<file path="src/hdl/nsc_pkg.sv">
// Shared types, constants and helpers for the natural sort compare core.
package nsc_pkg;

    localparam int CHARS_W = 64;
    localparam int LEN_W   = 4;
    localparam int BYTE_W  = 8;
    // Eight decimal digits at most: 99999999 fits in 27 bits.
    localparam int NUM_W   = 27;

    localparam logic [BYTE_W-1:0] DIGIT_LO = 8'h30;
    localparam logic [BYTE_W-1:0] DIGIT_HI = 8'h39;

    typedef enum logic [2:0] {
        S_IDLE,
        S_LETTER,
        S_NUM_L,
        S_NUM_R,
        S_CMP,
        S_DONE
    } t_state;

    // Control from the top level into the sequencer.
    typedef struct packed {
        logic start;
        logic load_ok;
    } t_seq_ctl;

    // Status from the sequencer back to the top level.
    typedef struct packed {
        logic busy;
        logic done;
        logic less;
    } t_seq_sts;

    function automatic logic f_is_digit(input logic [BYTE_W-1:0] c);
        return (c >= DIGIT_LO) && (c <= DIGIT_HI);
    endfunction

endpackage

</file>
<file path="src/hdl/natural_sort_compare_core.sv">
// Top level of the natural sort compare core: handshakes, length clamp and result register.
//
//   channel | direction | handshake                 | payload
//   --------+-----------+---------------------------+-----------------------------------------
//   in      | input     | i_in_valid / o_in_stall   | i_left_chars, i_left_len,
//           |           |                           | i_right_chars, i_right_len
//   out     | output    | o_out_valid / i_out_stall | o_left_less
//
// With the output not stalled, an item passes through these steps in order: the idle
// state accepts it; the letter walk steps over each matching character pair, starts
// each digit run and stops at a string end; each digit run is read on the left side and
// then on the right side through the single shared times-ten accumulator; each pair of
// numbers is compared; and the result is handed over. The item that takes longest is a
// string such as 1a1a1a11 against itself.
// The input stalls while the sequencer works on an item.
// Reset is synchronous and active low; it empties the result register and returns
// the sequencer to idle. A finished result sits in the output register until it is
// taken, so the next item can be accepted while the result waits.
module natural_sort_compare_core #(
    parameter int MAX_CHARS = 8
) (
    input  logic                        i_clk,
    input  logic                        i_rst_n,
    input  logic                        i_in_valid,
    output logic                        o_in_stall,
    input  logic [nsc_pkg::CHARS_W-1:0] i_left_chars,
    input  logic [nsc_pkg::LEN_W-1:0]   i_left_len,
    input  logic [nsc_pkg::CHARS_W-1:0] i_right_chars,
    input  logic [nsc_pkg::LEN_W-1:0]   i_right_len,
    output logic                        o_out_valid,
    input  logic                        i_out_stall,
    output logic                        o_left_less
);
    import nsc_pkg::*;

    localparam logic [LEN_W-1:0] MaxLen = LEN_W'(MAX_CHARS);

    t_seq_ctl         w_ctl;
    t_seq_sts         w_sts;
    logic [LEN_W-1:0] w_left_len;
    logic [LEN_W-1:0] w_right_len;
    logic             r_out_valid, n_out_valid;
    logic             r_out_less, n_out_less;
    logic             w_load;

    // Lengths beyond the string capacity are treated as full strings.
    assign w_left_len  = (i_left_len  > MaxLen) ? MaxLen : i_left_len;
    assign w_right_len = (i_right_len > MaxLen) ? MaxLen : i_right_len;

    assign o_in_stall    = w_sts.busy;
    assign w_ctl.start   = i_in_valid && !w_sts.busy;
    // The result register can take a new result when empty or being drained.
    assign w_ctl.load_ok = !r_out_valid || !i_out_stall;
    assign w_load        = w_sts.done && w_ctl.load_ok;

    nsc_seq u_seq (
        .i_clk         (i_clk),
        .i_rst_n       (i_rst_n),
        .i_ctl         (w_ctl),
        .i_left_chars  (i_left_chars),
        .i_left_len    (w_left_len),
        .i_right_chars (i_right_chars),
        .i_right_len   (w_right_len),
        .o_sts         (w_sts)
    );

    always_comb begin
        n_out_valid = r_out_valid && i_out_stall;
        n_out_less  = r_out_less;
        if (w_load) begin
            n_out_valid = 1'b1;
            n_out_less  = w_sts.less;
        end
    end

    always_ff @(posedge i_clk) begin
        if (!i_rst_n) begin
            r_out_valid <= 1'b0;
        end else begin
            r_out_valid <= n_out_valid;
        end
    end

    always_ff @(posedge i_clk) begin
        r_out_less <= n_out_less;
    end

    assign o_out_valid = r_out_valid;
    assign o_left_less = r_out_less;

    a_load_shows: assert property (@(posedge i_clk) disable iff (!i_rst_n)
        w_load |=> o_out_valid)
        else $error("finished item did not reach the output register");

    a_rose_from_done: assert property (@(posedge i_clk) disable iff (!i_rst_n)
        $rose(o_out_valid) |-> $past(w_sts.done))
        else $error("result appeared without a finished item");

    a_accept_busy: assert property (@(posedge i_clk) disable iff (!i_rst_n)
        (i_in_valid && !o_in_stall) |=> o_in_stall)
        else $error("accepted item did not occupy the sequencer");

endmodule

</file>
<file path="src/hdl/nsc_acc.sv">
// Shared decimal accumulator: next value is value times ten plus one digit.
module nsc_acc (
    input  logic [nsc_pkg::NUM_W-1:0]  i_value,
    input  logic [nsc_pkg::BYTE_W-1:0] i_char,
    output logic [nsc_pkg::NUM_W-1:0]  o_value
);
    import nsc_pkg::*;

    logic [BYTE_W-1:0] w_digit;
    logic [NUM_W-1:0]  w_x8;
    logic [NUM_W-1:0]  w_x2;

    // Times ten is built from two shifts and an add.
    assign w_digit = i_char - DIGIT_LO;
    assign w_x8    = {i_value[NUM_W-4:0], 3'b000};
    assign w_x2    = {i_value[NUM_W-2:0], 1'b0};
    assign o_value = w_x8 + w_x2 + NUM_W'(w_digit);

endmodule

</file>
<file path="src/hdl/nsc_seq.sv">
// Sequencer that walks both strings and reads digit runs through the shared accumulator.
module nsc_seq (
    input  logic                        i_clk,
    input  logic                        i_rst_n,
    input  nsc_pkg::t_seq_ctl           i_ctl,
    input  logic [nsc_pkg::CHARS_W-1:0] i_left_chars,
    input  logic [nsc_pkg::LEN_W-1:0]   i_left_len,
    input  logic [nsc_pkg::CHARS_W-1:0] i_right_chars,
    input  logic [nsc_pkg::LEN_W-1:0]   i_right_len,
    output nsc_pkg::t_seq_sts           o_sts
);
    import nsc_pkg::*;

    t_state r_state, n_state;
    logic [CHARS_W-1:0] r_lc, n_lc;
    logic [CHARS_W-1:0] r_rc, n_rc;
    logic [LEN_W-1:0]   r_ll, n_ll;
    logic [LEN_W-1:0]   r_rl, n_rl;
    logic [LEN_W-1:0]   r_li, n_li;
    logic [LEN_W-1:0]   r_ri, n_ri;
    logic [NUM_W-1:0]   r_lv, n_lv;
    logic [NUM_W-1:0]   r_rv, n_rv;
    logic               r_less, n_less;

    logic [BYTE_W-1:0]  w_a, w_b;
    logic               w_ad, w_bd;
    logic               w_l_more, w_r_more;
    logic [NUM_W-1:0]   w_acc_in, w_acc_out;
    logic [BYTE_W-1:0]  w_acc_char;

    assign w_a      = r_lc[{r_li[2:0], 3'b000} +: BYTE_W];
    assign w_b      = r_rc[{r_ri[2:0], 3'b000} +: BYTE_W];
    assign w_ad     = f_is_digit(w_a);
    assign w_bd     = f_is_digit(w_b);
    assign w_l_more = r_li < r_ll;
    assign w_r_more = r_ri < r_rl;

    // One accumulator serves the left run and then the right run.
    assign w_acc_in   = (r_state == S_NUM_R) ? r_rv : r_lv;
    assign w_acc_char = (r_state == S_NUM_R) ? w_b : w_a;

    nsc_acc u_acc (
        .i_value (w_acc_in),
        .i_char  (w_acc_char),
        .o_value (w_acc_out)
    );

    always_ff @(posedge i_clk) begin
        if (!i_rst_n) begin
            r_state <= S_IDLE;
        end else begin
            r_state <= n_state;
        end
    end

    always_ff @(posedge i_clk) begin
        r_lc   <= n_lc;
        r_rc   <= n_rc;
        r_ll   <= n_ll;
        r_rl   <= n_rl;
        r_li   <= n_li;
        r_ri   <= n_ri;
        r_lv   <= n_lv;
        r_rv   <= n_rv;
        r_less <= n_less;
    end

    // Next state.
    always_comb begin
        n_state = r_state;
        case (r_state)
            S_IDLE: begin
                if (i_ctl.start) begin
                    n_state = S_LETTER;
                end
            end
            S_LETTER: begin
                if (!w_l_more || !w_r_more) begin
                    n_state = S_DONE;
                end else if (w_ad && w_bd) begin
                    n_state = S_NUM_L;
                end else if (w_ad || w_bd || (w_a != w_b)) begin
                    n_state = S_DONE;
                end
            end
            S_NUM_L: begin
                if (!(w_l_more && w_ad)) begin
                    n_state = S_NUM_R;
                end
            end
            S_NUM_R: begin
                if (!(w_r_more && w_bd)) begin
                    n_state = S_CMP;
                end
            end
            S_CMP: begin
                n_state = (r_lv == r_rv) ? S_LETTER : S_DONE;
            end
            S_DONE: begin
                if (i_ctl.load_ok) begin
                    n_state = S_IDLE;
                end
            end
            default: begin
                n_state = S_IDLE;
            end
        endcase
    end

    // Datapath and status.
    always_comb begin
        n_lc   = r_lc;
        n_rc   = r_rc;
        n_ll   = r_ll;
        n_rl   = r_rl;
        n_li   = r_li;
        n_ri   = r_ri;
        n_lv   = r_lv;
        n_rv   = r_rv;
        n_less = r_less;
        o_sts.busy = (r_state != S_IDLE);
        o_sts.done = (r_state == S_DONE);
        o_sts.less = r_less;
        case (r_state)
            S_IDLE: begin
                if (i_ctl.start) begin
                    n_lc = i_left_chars;
                    n_rc = i_right_chars;
                    n_ll = i_left_len;
                    n_rl = i_right_len;
                    n_li = '0;
                    n_ri = '0;
                end
            end
            S_LETTER: begin
                if (!w_l_more || !w_r_more) begin
                    n_less = w_r_more;
                end else if (w_ad && w_bd) begin
                    n_lv = '0;
                    n_rv = '0;
                end else if (w_ad) begin
                    n_less = 1'b1;
                end else if (w_bd) begin
                    n_less = 1'b0;
                end else if (w_a != w_b) begin
                    n_less = (w_a < w_b);
                end else begin
                    n_li = r_li + LEN_W'(1);
                    n_ri = r_ri + LEN_W'(1);
                end
            end
            S_NUM_L: begin
                if (w_l_more && w_ad) begin
                    n_lv = w_acc_out;
                    n_li = r_li + LEN_W'(1);
                end
            end
            S_NUM_R: begin
                if (w_r_more && w_bd) begin
                    n_rv = w_acc_out;
                    n_ri = r_ri + LEN_W'(1);
                end
            end
            S_CMP: begin
                n_less = (r_lv < r_rv);
            end
            S_DONE: begin
            end
            default: begin
            end
        endcase
    end

    a_start_idle: assert property (@(posedge i_clk) disable iff (!i_rst_n)
        i_ctl.start |-> (r_state == S_IDLE))
        else $error("start while the sequencer is busy");

    a_pos_bound: assert property (@(posedge i_clk) disable iff (!i_rst_n)
        (r_state != S_IDLE) |-> ((r_li <= r_ll) && (r_ri <= r_rl)))
        else $error("character position ran past the string length");

    a_num_r_exit: assert property (@(posedge i_clk) disable iff (!i_rst_n)
        (r_state == S_NUM_R) |=> ((r_state == S_NUM_R) || (r_state == S_CMP)))
        else $error("right digit run left without a compare");

endmodule
</file>
<file path="config.mk">
export PLATFORM = sky130hd
export DESIGN_NAME = natural_sort_compare_core
export DESIGN_NICKNAME = d
export VERILOG_FILES = /design/src/hdl/nsc_pkg.sv /design/src/hdl/natural_sort_compare_core.sv /design/src/hdl/nsc_acc.sv /design/src/hdl/nsc_seq.sv
export SDC_FILE = /design/constraint.sdc
export NUM_CORES = 1
export LEC_CHECK = 0
export ABC_AREA = 0
export BUFFER_PORTS_ARGS = -buffer_cell sky130_fd_sc_hd__clkbuf_2
export CAP_MARGIN = 20
export CORE_AREA = 4 4 172 174
export DETAILED_ROUTE_END_ITERATION = 7
export DIE_AREA = 0 0 176 178
export GPL_TIMING_DRIVEN = 0
export MAX_ROUTING_LAYER = met4
export PLACE_DENSITY_LB_ADDON = 0.3
export SYNTH_ARGS = -nofsm -noshare
export SYNTH_HDL_FRONTEND = slang
export SYNTH_SLANG_ARGS = --single-unit
</file>
<file path="constraint.sdc">
create_clock -name i_clk -period 5.54 [get_ports i_clk]
set_input_delay 0.554 -clock i_clk [delete_from_list [all_inputs] [get_ports i_clk]]
set_output_delay 0.554 -clock i_clk [all_outputs]
set_load 0.005 [all_outputs]
</file>
==> results of run 1 <==
flip-flops by register name, indices dropped and copies added, names as in the netlist:
signal and count:
o_left_less 1, u_seq.r_lv 27, o_out_valid 1, u_seq.r_less 1, u_seq.r_rc 64, u_seq.r_rl 4
u_seq.r_state 3, u_seq.r_lc 64, u_seq.r_li 4, u_seq.r_ri 4, u_seq.r_ll 4, u_seq.r_rv 27
cell usage after synthesis, drive strengths merged (13+ instances only):
cell	n
nand2	59
edfxtp	200
xor2	13
a21oi	41
nand3	18
nor2	76
ha	88
o21ai	44
mux4	32
inv	52
clkbuf	21
a21o	21
metrics by stage:
stage | utilization, % | std cells | setup WS (ns)
after floorplan | - | 855 | 0.842
after global placement | 44.1 | 1375 | -1.09
after detailed placement | 44.6 | 1380 | -0.157
after CTS | 47.0 | 1418 | 0.170
after global routing | 47.0 | 1418 | 0.0172
final | 47.0 | 1418 | 0.376
cell families after synthesis:
| family | synth area share [%] |
|---|---|
| adder cells (fa/ha/maj) | 11.0 |
| XOR/XNOR | 1.90 |
| buffers and inverters | 3.16 |
| AO/OA/AOI/OAI | 10.5 |
| flip-flops | 54.9 |
| AND/OR/NAND/NOR | 9.77 |
| multiplexers | 8.73 |
critical path: stages, from the launching register on:
cell and delay, ns:
dfxtp_1 0.33, inv_1 0.20, nand2_1 0.24, nor2_1 0.33, clkbuf_2 0.30, clkbuf_2 0.28
nand2_1 0.07, o21ai_0 0.20, fa_1 0.55, ha_1 0.33, a211oi_1 0.30, o21ai_0 0.31
and4_1 0.32, o31ai_1 0.45, o21ai_0 0.35, nand4b_1 0.21, o211ai_1 0.12
power by group:
part	internal, mW	switching (mW)
Sequential	1.92	0.0533
Clock	0.760	0.575
Combinational	0.705	0.936
area by class of cell:
cell class	instances	share of cell area (%)
inverters	52	1.49
repair buffers	147	6.24
multi-input cells	566	35.8
plain buffers	33	1.21
flip-flops and latches	204	46.6
clock inverters	12	0.594
clock buffers	26	4.49
well taps	378	3.62
timing repair:
| item | in CTS | in global routing |
|---|---|---|
| resized for setup | 2 | 4 |
| endpoints found under the setup margin | 2 | 6 |
| pin swaps | 0 | 0 |
worst max-delay path by stage:
stage                                    to                     startpoint  slack, ns
2_1_floorplan  u_seq.r_lv[14]$_SDFFCE_PN0P_    u_seq.r_li[1]$_SDFFCE_PN0P_       0.84
3_3_place_gp   u_seq.r_lv[12]$_SDFFCE_PN0P_    u_seq.r_ri[1]$_SDFFCE_PN0P_      -1.09
3_5_place_dp   u_seq.r_rv[14]$_SDFFCE_PP0P_  u_seq.r_state[2]$_SDFFE_PN0P_      -0.16
4_1_cts        u_seq.r_rv[23]$_SDFFCE_PP0P_  u_seq.r_state[2]$_SDFFE_PN0P_       0.17
5_1_grt        u_seq.r_rv[23]$_SDFFCE_PP0P_  u_seq.r_state[2]$_SDFFE_PN0P_       0.02
6_report       u_seq.r_rv[23]$_SDFFCE_PP0P_  u_seq.r_state[2]$_SDFFE_PN0P_       0.38
routing by layer:
layer  wire (um)  vias to the layer above
li1            -                     3607
met1       11100                     3409
met2       11500                      213
met3        1370                       11
met4         195                        0
met5           0                        -
==> results.md, run 1 <==
* Status: finished, final reports clean
* Critical R2R Capture: u_seq.r_rv[23]$_SDFFCE_PP0P_
* Global Route met1 Usage at between 20% and 30%
* Share of the synthesized area in the top cell type at 54.2%
* Normalized max-slew margin at 37.6%
* Vias in the first global route at 7490
* Syn. warnings at 0
* Initial antenna violation count at 0
* Most common cell after layout, fill and taps aside: edfxtp_1
* Root buffer cell: clkbuf_16
* Grt met3 use at 2.50%
* Post-CTS Hold Fix Bufs at 0
* Hold endpoint: u_seq.r_lc[25]$_DFFE_PP_
* WHS Path Cells at 1
* Row count at 61
* Worst hold slack at 0.223 ns
* Syn Area/Cell at around 13 um^2
* Setup Viol. Count Final at 0
* Post-Route WL at between 20000 and 25000 um
* Vias per Instance at 5.11
* Async SR Flop Fraction at 0%
* Initial Util at 39.9%
* Minimum clock period at 5.16 ns
* Req. time, crit path at 5.76 ns
* Post-DP HPWL at around 19000 um
* Clk sinks at 204
* Reg2reg path depth at 16
* Die X at 176 um
* Sequential-to-total area share from yosys stat at 54.9%
* Input/output buffers at 142
* Cell Area, Synth at around 11000 um^2
* Startpoint types: register
* Area of the multi-input gates at 4680 um^2
* CP arrival at 5.39 ns
* Final Skew at 0.0165 ns
* Launching point of the worst reg2reg path: u_seq.r_state[2]$_SDFFE_PN0P_
* Measured slew at the worst slew-check pin at between 0.9 and 1 ns
* WL/cell at 17.0 um
* Ys flop type: edfxtp_1
* Largest cells by area after synthesis: edfxtp_1, ha_1, mux4_2, mux4_1, nor2_1
* R2r setup slk at 0.38 ns
* DRT Pass-1 Iters at 5
* Pin count of the biggest net entering global routing at 72
* Area grow syn2layout at 18.0%
* Tcrit/Tclk final at 93.2%
* Vias at just over 7000
* Yosys top cell by area: edfxtp_1
* Max IR drop VDD at 0.279 mV
* Leak at between 5 and 6 nW
* Number of max-cap violations at 0
* Synth cell types at 65
* CP Class: reg -> reg
* EDFF count, synth at 200
* Core ar. at 27800 um^2
* # DRC at 0
* First-pass GRT wire length at 39200 um
* TNS Setup at 0 ns
* Cell area power density at 379 nW/um^2
* Antenna Cells at 0
* Post-DP Area at 12400 um^2
* Max Fclk at 194 MHz
* Commonest non-fill, non-tap cells in the layout: edfxtp_1, clkbuf_2, ha_1
* Final hold vios at 0
* Synthesized instance count at 855
* Syn nets at between 1000 and 1500
* Global Route Usage Sum at 16.0%
* Setup bufs post-CTS at 0
* Clock Path Buffers at 3
* Fin area at 13100 um^2
* Ports at 143
* Clk_lat worst skew at 0.51 ns
* Grt ovf at 0
* Setup crit end kind: register
* Share of post-route cells with drive strength above 1 at about a quarter
* CP Max Fanout at 10
* Beginning of the worst hold path: i_left_chars[25]
* GPL Wtd Cong at approximately 0.87
* CTS H-tree lvls at 1
* Most Crowded Layer GR: met2
* TritonCTS clock tree: done
* CTS buffer count at 22
* Initial drt markers at 425
* Reg area at 6090 um^2
* Area of the die at 31300 um^2
* Layout fillers at 2544
* Pins Over Slew Limit at 0
* Final #Nets at between 1000 and 1500
* Min-Delay Path Class: in -> reg
* GR Util met2 at 26.0%
* Yosys reg bits at 204
* Number of nets with antenna violations after routing at 0
* DIE HEIGHT at approximately 180 um
* RSZ-0062 raised after global routing: false
* Worst-path clk slew at 0.06 ns
* Pwr Total at 4.95 mW
No activity file was read; power rests on OpenSTA's default activity.
==> run 2, diff against run 1 <==
REMOVE_ABC_BUFFERS = 1   (was default)
==> run 2 against run 1 <==
- core utilization rose by 0.19 points
- sequential power up 3%
- register-to-register slack improved by 0.04 ns
- critical path depth is 3 lower
- count of clock-buffer cells in the layout grew 1
- non-clock buffer count shrank 24
- setup slack better by 0.038 ns
- via count fell by 1.3%
- final area up 0.40%
- combinational power down 4%
- clock skew shrank 0.0015 ns
- critical path type unchanged
- largest power group unchanged
==> results.md, run 2 (synthesis results as in run 1) <==
* Status: finished, final reports clean
* Pin count of the biggest net entering global routing at between 70 and 80
* Beginning of the worst hold path: i_right_chars[26]
* R2r setup slk at 0.41 ns
* WL/cell at 16.8 um
* Leak at ~5.4 nW
* WHS Path Cells at 1
* Launching point of the worst reg2reg path: u_seq.r_ri[0]$_SDFFCE_PN0P_
* Global Route Usage Sum at 15.4%
* Clk_lat worst skew at 0.52 ns
* CP bufs+invs at 0
* Vias per Instance at 5.11
* Hold endpoint: u_seq.r_rc[26]$_DFFE_PP_
* Final core occ at approximately 47%
* Initial drt markers at 428
* Cells along the critical path: mux4_2 -> mux2i_1 -> a21oi_1 -> ha_1 -> ha_1 -> fa_1 -> a211oi_1 -> o21ai_0 -> a31o_2 -> a211o_1 -> a2111oi_1 -> or4_1 -> nand2_1
* Measured slew at the worst slew-check pin at 1.02 ns
* Vias at 7147
* Clock Path Buffers at 3
* DIE HEIGHT at 178 um
* Ports at between 100 and 150
* Most frequent CP cell: ha_1
* Minimum clock period at 5.13 ns
* Core ar. at between 20000 and 30000 um^2
* CP Max Fanout at 17
* Layout fillers at 2547
* Setup Viol. Count Final at 0
* Top Registers: u_seq.r_lc (64), u_seq.r_rc (64)
* Post-Route WL at 23500 um
* TNS Setup at 0 ns
* # DRC at 0
* Clk sinks at 204
* Initial antenna violation count at 0
* Delay-heaviest family, CP: compound AO/OA/AOI/OAI gates
* CTS buffer count at 24
* CP Class: reg -> reg
* Setup crit end kind: register
* Antenna Cells at 0
* Reg2reg path depth at 13
* Final hold vios at 0
* Pwr Total at 5.11 mW
* Root buffer cell: clkbuf_16
* Fin cells at between 1000 and 1500
* Metal2 WL at 11300 um
* Highest metal used: met4
* Placed insts at ~1300
* Critical Path Max Stage Delay at just under 1 ns
* Final Skew at 0.0150 ns
* Pins Over Slew Limit at 0
* Row count at 61
* Number of nets with antenna violations after routing at 0
* RSZ-0062 raised after global routing: false
* Routed met1 length at 10700 um
* CP arrival at 5.39 ns
* DRT Pass-1 Iters at 5
* Max IR drop VDD at 0.280 mV
* Final #Nets at 1239
* Min-Delay Path Class: in -> reg
* TritonCTS clock tree: done
* Initial Util at 39.9%
* Met3 WL at 1220 um
* Max Fclk at 195 MHz
* Normalized max-slew margin at between 30% and 40%
* Die X at 176 um
* Req. time, crit path at ~5.8 ns
* CTS H-tree lvls at 1
* Post-DP HPWL at 17400 um
* GPL Wtd Cong at 0.856
* Tcrit/Tclk final at around 90%
* Commonest non-fill, non-tap cells in the layout: edfxtp_1, clkbuf_2, ha_1
* Area grow syn2layout at 18.5%
* Worst-path clk slew at 0.06 ns
* Input/output buffers at 142
* Share of post-route cells with drive strength above 1 at between 20% and 30%
* Startpoint types: register
* Number of max-cap violations at 0
* Grt ovf at 0
* Slowest-stage cell, CP: edfxtp_1
* Worst hold slack at 0.207 ns
* Vias in the first global route at 7250
* First-pass GRT wire length at 37500 um
* Critical R2R Capture: u_seq.r_rv[14]$_SDFFCE_PP0P_
* Cell area power density at slightly below 400 nW/um^2
* Area of the die at 31300 um^2
* Most common cell after layout, fill and taps aside: edfxtp_1
run 2: report_power, final:
part	internal [mW]	leakage [nW]	switching [mW]
Clock	0.885	0.355	0.614
Combinational	0.703	3.14	0.876
Sequential	1.92	1.86	0.108
Total	3.51	5.36	1.60
run 2: area by class of cell:
cell class | instances | area (um^2) | share of cell area [%]
clock inverters | 14 | 136 | 1.04
multi-input cells | 567 | 4690 | 35.7
inverters | 52 | 195 | 1.49
clock buffers | 27 | 612 | 4.66
well taps | 378 | 473 | 3.60
flip-flops and latches | 204 | 6090 | 46.4
repair buffers | 156 | 928 | 7.08
run 2: what timing repair did:
action                     4_1_cts  5_1_grt
setup endpoints to repair        2       11
setup buffers                    6        1
pin swaps                        0        1
hold buffers                     0        0
cloned                           0        1
gates resized for setup          0        3
run 2: routing by layer:
| layer | track usage, % | vias to the layer above |
|---|---|---|
| li1 | - | 3562 |
| met1 | 20.6 | 3385 |
| met2 | 25.0 | 169 |
| met3 | 2.97 | 31 |
| met4 | 3.12 | 0 |
| met5 | - | - |
run 2: how the worst max path moves through the flow:
stage                                             start                            to  slack, ns  cells past startpoint
final                       u_seq.r_ri[0]$_SDFFCE_PN0P_  u_seq.r_rv[14]$_SDFFCE_PP0P_       0.41                     13
after global routing      u_seq.r_state[2]$_SDFFE_PN0P_  u_seq.r_lv[14]$_SDFFCE_PN0P_      0.006                     14
after CTS                 u_seq.r_state[2]$_SDFFE_PN0P_  u_seq.r_rv[14]$_SDFFCE_PP0P_       0.06                     15
after detailed placement    u_seq.r_ri[1]$_SDFFCE_PN0P_  u_seq.r_rv[14]$_SDFFCE_PP0P_      -0.10                     15
after global placement    u_seq.r_state[2]$_SDFFE_PN0P_  u_seq.r_rv[14]$_SDFFCE_PP0P_      -1.59                     12
after floorplan           u_seq.r_state[1]$_SDFFE_PN0P_  u_seq.r_rv[14]$_SDFFCE_PP0P_       0.04                     11
run 2: stage by stage:
| stage | setup slack [ns] | cell area, um^2 |
|---|---|---|
| 6_report | 0.414 | 13100 |
| 5_1_grt | 0.00588 | 13100 |
| 3_5_place_dp | -0.101 | 12300 |
| 2_1_floorplan | 0.0435 | 10900 |
| 4_1_cts | 0.0580 | 13100 |
| 3_3_place_gp | -1.59 | 12100 |
==> run 3, diff against run 2 <==
CTS_BUF_LIST = sky130_fd_sc_hd__clkbuf_16   (was default)
==> run 3 against run 2 <==
- clock power about the same
- core utilization stayed put
- sequential share of layout area did not move
- critical path depth is the same
- final area is the same
- count of clock-buffer cells in the layout is 3 lower
- global-route usage unchanged
- flip-flop and latch count is the same
- clock skew is 0.00068 ns higher
- total power is essentially flat
- critical path type unchanged
- largest power group unchanged
==> results.md, run 3 (synthesis results as in run 1) <==
* Beginning of the worst hold path: i_right_chars[26]
* Final Skew at around 0.016 ns
* Commonest non-fill, non-tap cells in the layout: edfxtp_1, clkbuf_2, ha_1
* First-pass GRT wire length at 37500 um
* Global Route Usage Sum at 15.4%
* Input/output buffers at about 140
* Core ar. at 27800 um^2
* Min-Delay Path Class: in -> reg
* Row count at 61
* Setup Viol. Count Final at 0
* Tcrit/Tclk final at roughly 93%
* Launching point of the worst reg2reg path: u_seq.r_ri[0]$_SDFFCE_PN0P_
* Setup crit end kind: register
* Area of the die at 31300 um^2
* Vias at a little over 7000
* Post-route worst setup slack at just over 0.4 ns
* Initial antenna violation count at 0
* Max Fclk at roughly 200 MHz
* CTS H-tree lvls at 1
* Pin count of the biggest net entering global routing at 71
* Clock Path Buffers at 3
* Pins Over Slew Limit at 0
* DRT Pass-1 Iters at 5
* TritonCTS clock tree: done
* Req. time, crit path at between 5 and 6 ns
* Initial drt markers at 428
* Final #Nets at 1239
* Final core occ at approximately 47%
* Number of max-cap violations at 0
* Startpoint types: register
* Post-CTS Hold Fix Bufs at 0
* Ports at 143
* WL/cell at 16.9 um
* Number of nets with antenna violations after routing at 0
* Top Registers: u_seq.r_lc (64), u_seq.r_rc (64)
* DIE HEIGHT at 178 um
* Worst-path clk slew at 0.06 ns
* WHS Path Cells at 1
* R2r setup slk at ~0.41 ns
* Post-Route WL at 23600 um
* Grt ovf at 0
* TNS Setup at 0 ns
* CP Class: reg -> reg
* Pint at 3.51 mW
* Area grow syn2layout at 18.5%
* Final hold vios at 0
* Sw frac at 31.3%
* Cell area power density at 389 nW/um^2
* Comb power frac at 30.9%
* CTS buffer count at 24
* Normalized max-slew margin at 31.9%
* Antenna Cells at 0
* CP arrival at around 5.4 ns
* Initial Util at 39.9%
* Status: finished, final reports clean
* Measured slew at the worst slew-check pin at 1.02 ns
* # DRC at 0
* Clk pwr share at slightly below 30%
* GPL Wtd Cong at 0.856
* Clk_lat worst skew at 0.52 ns
* Vias per Instance at 5.12
* CP Max Fanout at 17
* Vias in the first global route at 7250
* Leak at 5.37 nW
* Max IR drop VDD at roughly 0.28 mV
* Sequential share of power at 39.8%
* Minimum clock period at 5.13 ns
* Critical R2R Capture: u_seq.r_rv[14]$_SDFFCE_PP0P_
* Pre-CTS setup slack at -0.101 ns
* Die X at 176 um
* Net Sw Power at 1.60 mW
* Reg2reg path depth at 13
* Clk sinks at approximately 200
* Most common cell after layout, fill and taps aside: edfxtp_1
* Post-DP HPWL at 17400 um
* Share of post-route cells with drive strength above 1 at a little under a quarter
* Root buffer cell: clkbuf_16
* Hold endpoint: u_seq.r_rc[26]$_DFFE_PP_
* RSZ-0062 raised after global routing: false
## run 3: changes by cell type in the layout (fill, tap and decap cells not counted)
cell | previous run | this run
clkbuf_1 | 3 | 0
inv_1 | 52 | 55
## run 3: metrics by stage
step	total power, mW	area [um^2]	std cells	hold slack (ns)
after floorplan	3.21	10900	822	0.400
after global placement	3.61	12100	1342	0.517
after detailed placement	3.62	12300	1349	0.516
after CTS	5.16	13100	1396	0.180
after global routing	5.42	13100	1398	0.185
final	5.11	13100	1398	0.206
## run 3: worst max-delay path by stage
stage | depth (start not counted) | to | slack, ns | from
6_report | 13 | u_seq.r_rv[14]$_SDFFCE_PP0P_ | 0.41 | u_seq.r_ri[0]$_SDFFCE_PN0P_
5_1_grt | 14 | u_seq.r_lv[14]$_SDFFCE_PN0P_ | 0.006 | u_seq.r_state[2]$_SDFFE_PN0P_
4_1_cts | 15 | u_seq.r_rv[14]$_SDFFCE_PP0P_ | 0.06 | u_seq.r_state[2]$_SDFFE_PN0P_
3_5_place_dp | 15 | u_seq.r_rv[14]$_SDFFCE_PP0P_ | -0.10 | u_seq.r_ri[1]$_SDFFCE_PN0P_
3_3_place_gp | 12 | u_seq.r_rv[14]$_SDFFCE_PP0P_ | -1.59 | u_seq.r_state[2]$_SDFFE_PN0P_
2_1_floorplan | 11 | u_seq.r_rv[14]$_SDFFCE_PP0P_ | 0.04 | u_seq.r_state[1]$_SDFFE_PN0P_
## run 3: layout make-up
type	instances	area, um^2
Clock inverter	17	148
Multi-Input combinational cell	567	4690
Tap cell	378	473
Timing Repair Buffer	156	928
Inverter	52	195
Sequential cell	204	6090
Fill cell	2547	14700
Clock buffer	24	601
## run 3: power by group through the flow
stage	Sequential, mW	Clock [mW]	Combinational (mW)
2_1_floorplan	2.07	0	1.13
3_3_place_gp	2.14	0	1.47
3_5_place_dp	2.11	0	1.51
4_1_cts	2.04	1.54	1.58
5_1_grt	2.06	1.60	1.76
6_report	2.03	1.49	1.58
## run 3: timing repair
item / 4_1_cts / 5_1_grt
pin swaps: 0 / 1
endpoints found under the hold margin: 0 / 0
gates cloned: 0 / 1
endpoints found under the setup margin: 2 / 11
buffers inserted: 6 / 1
resized for setup: 0 / 3
## run 3: metal layers
metal | track usage, % | share of wire [%]
met5 | - | 0
met4 | 3.12 | 1.7
met3 | 2.97 | 5.2
met2 | 25.0 | 48
met1 | 20.6 | 45
## run 3: worst max-delay path, cell delays in order, from the launching register on
cell       delay [ns]
edfxtp_1         0.99
mux4_2           0.63
mux2i_1          0.26
a21oi_1          0.12
ha_1             0.29
ha_1             0.25
fa_1             0.43
a211oi_1         0.23
o21ai_0          0.20
a31o_2           0.28
a211o_1          0.31
a2111oi_1        0.60
or4_1            0.20
nand2_1          0.05
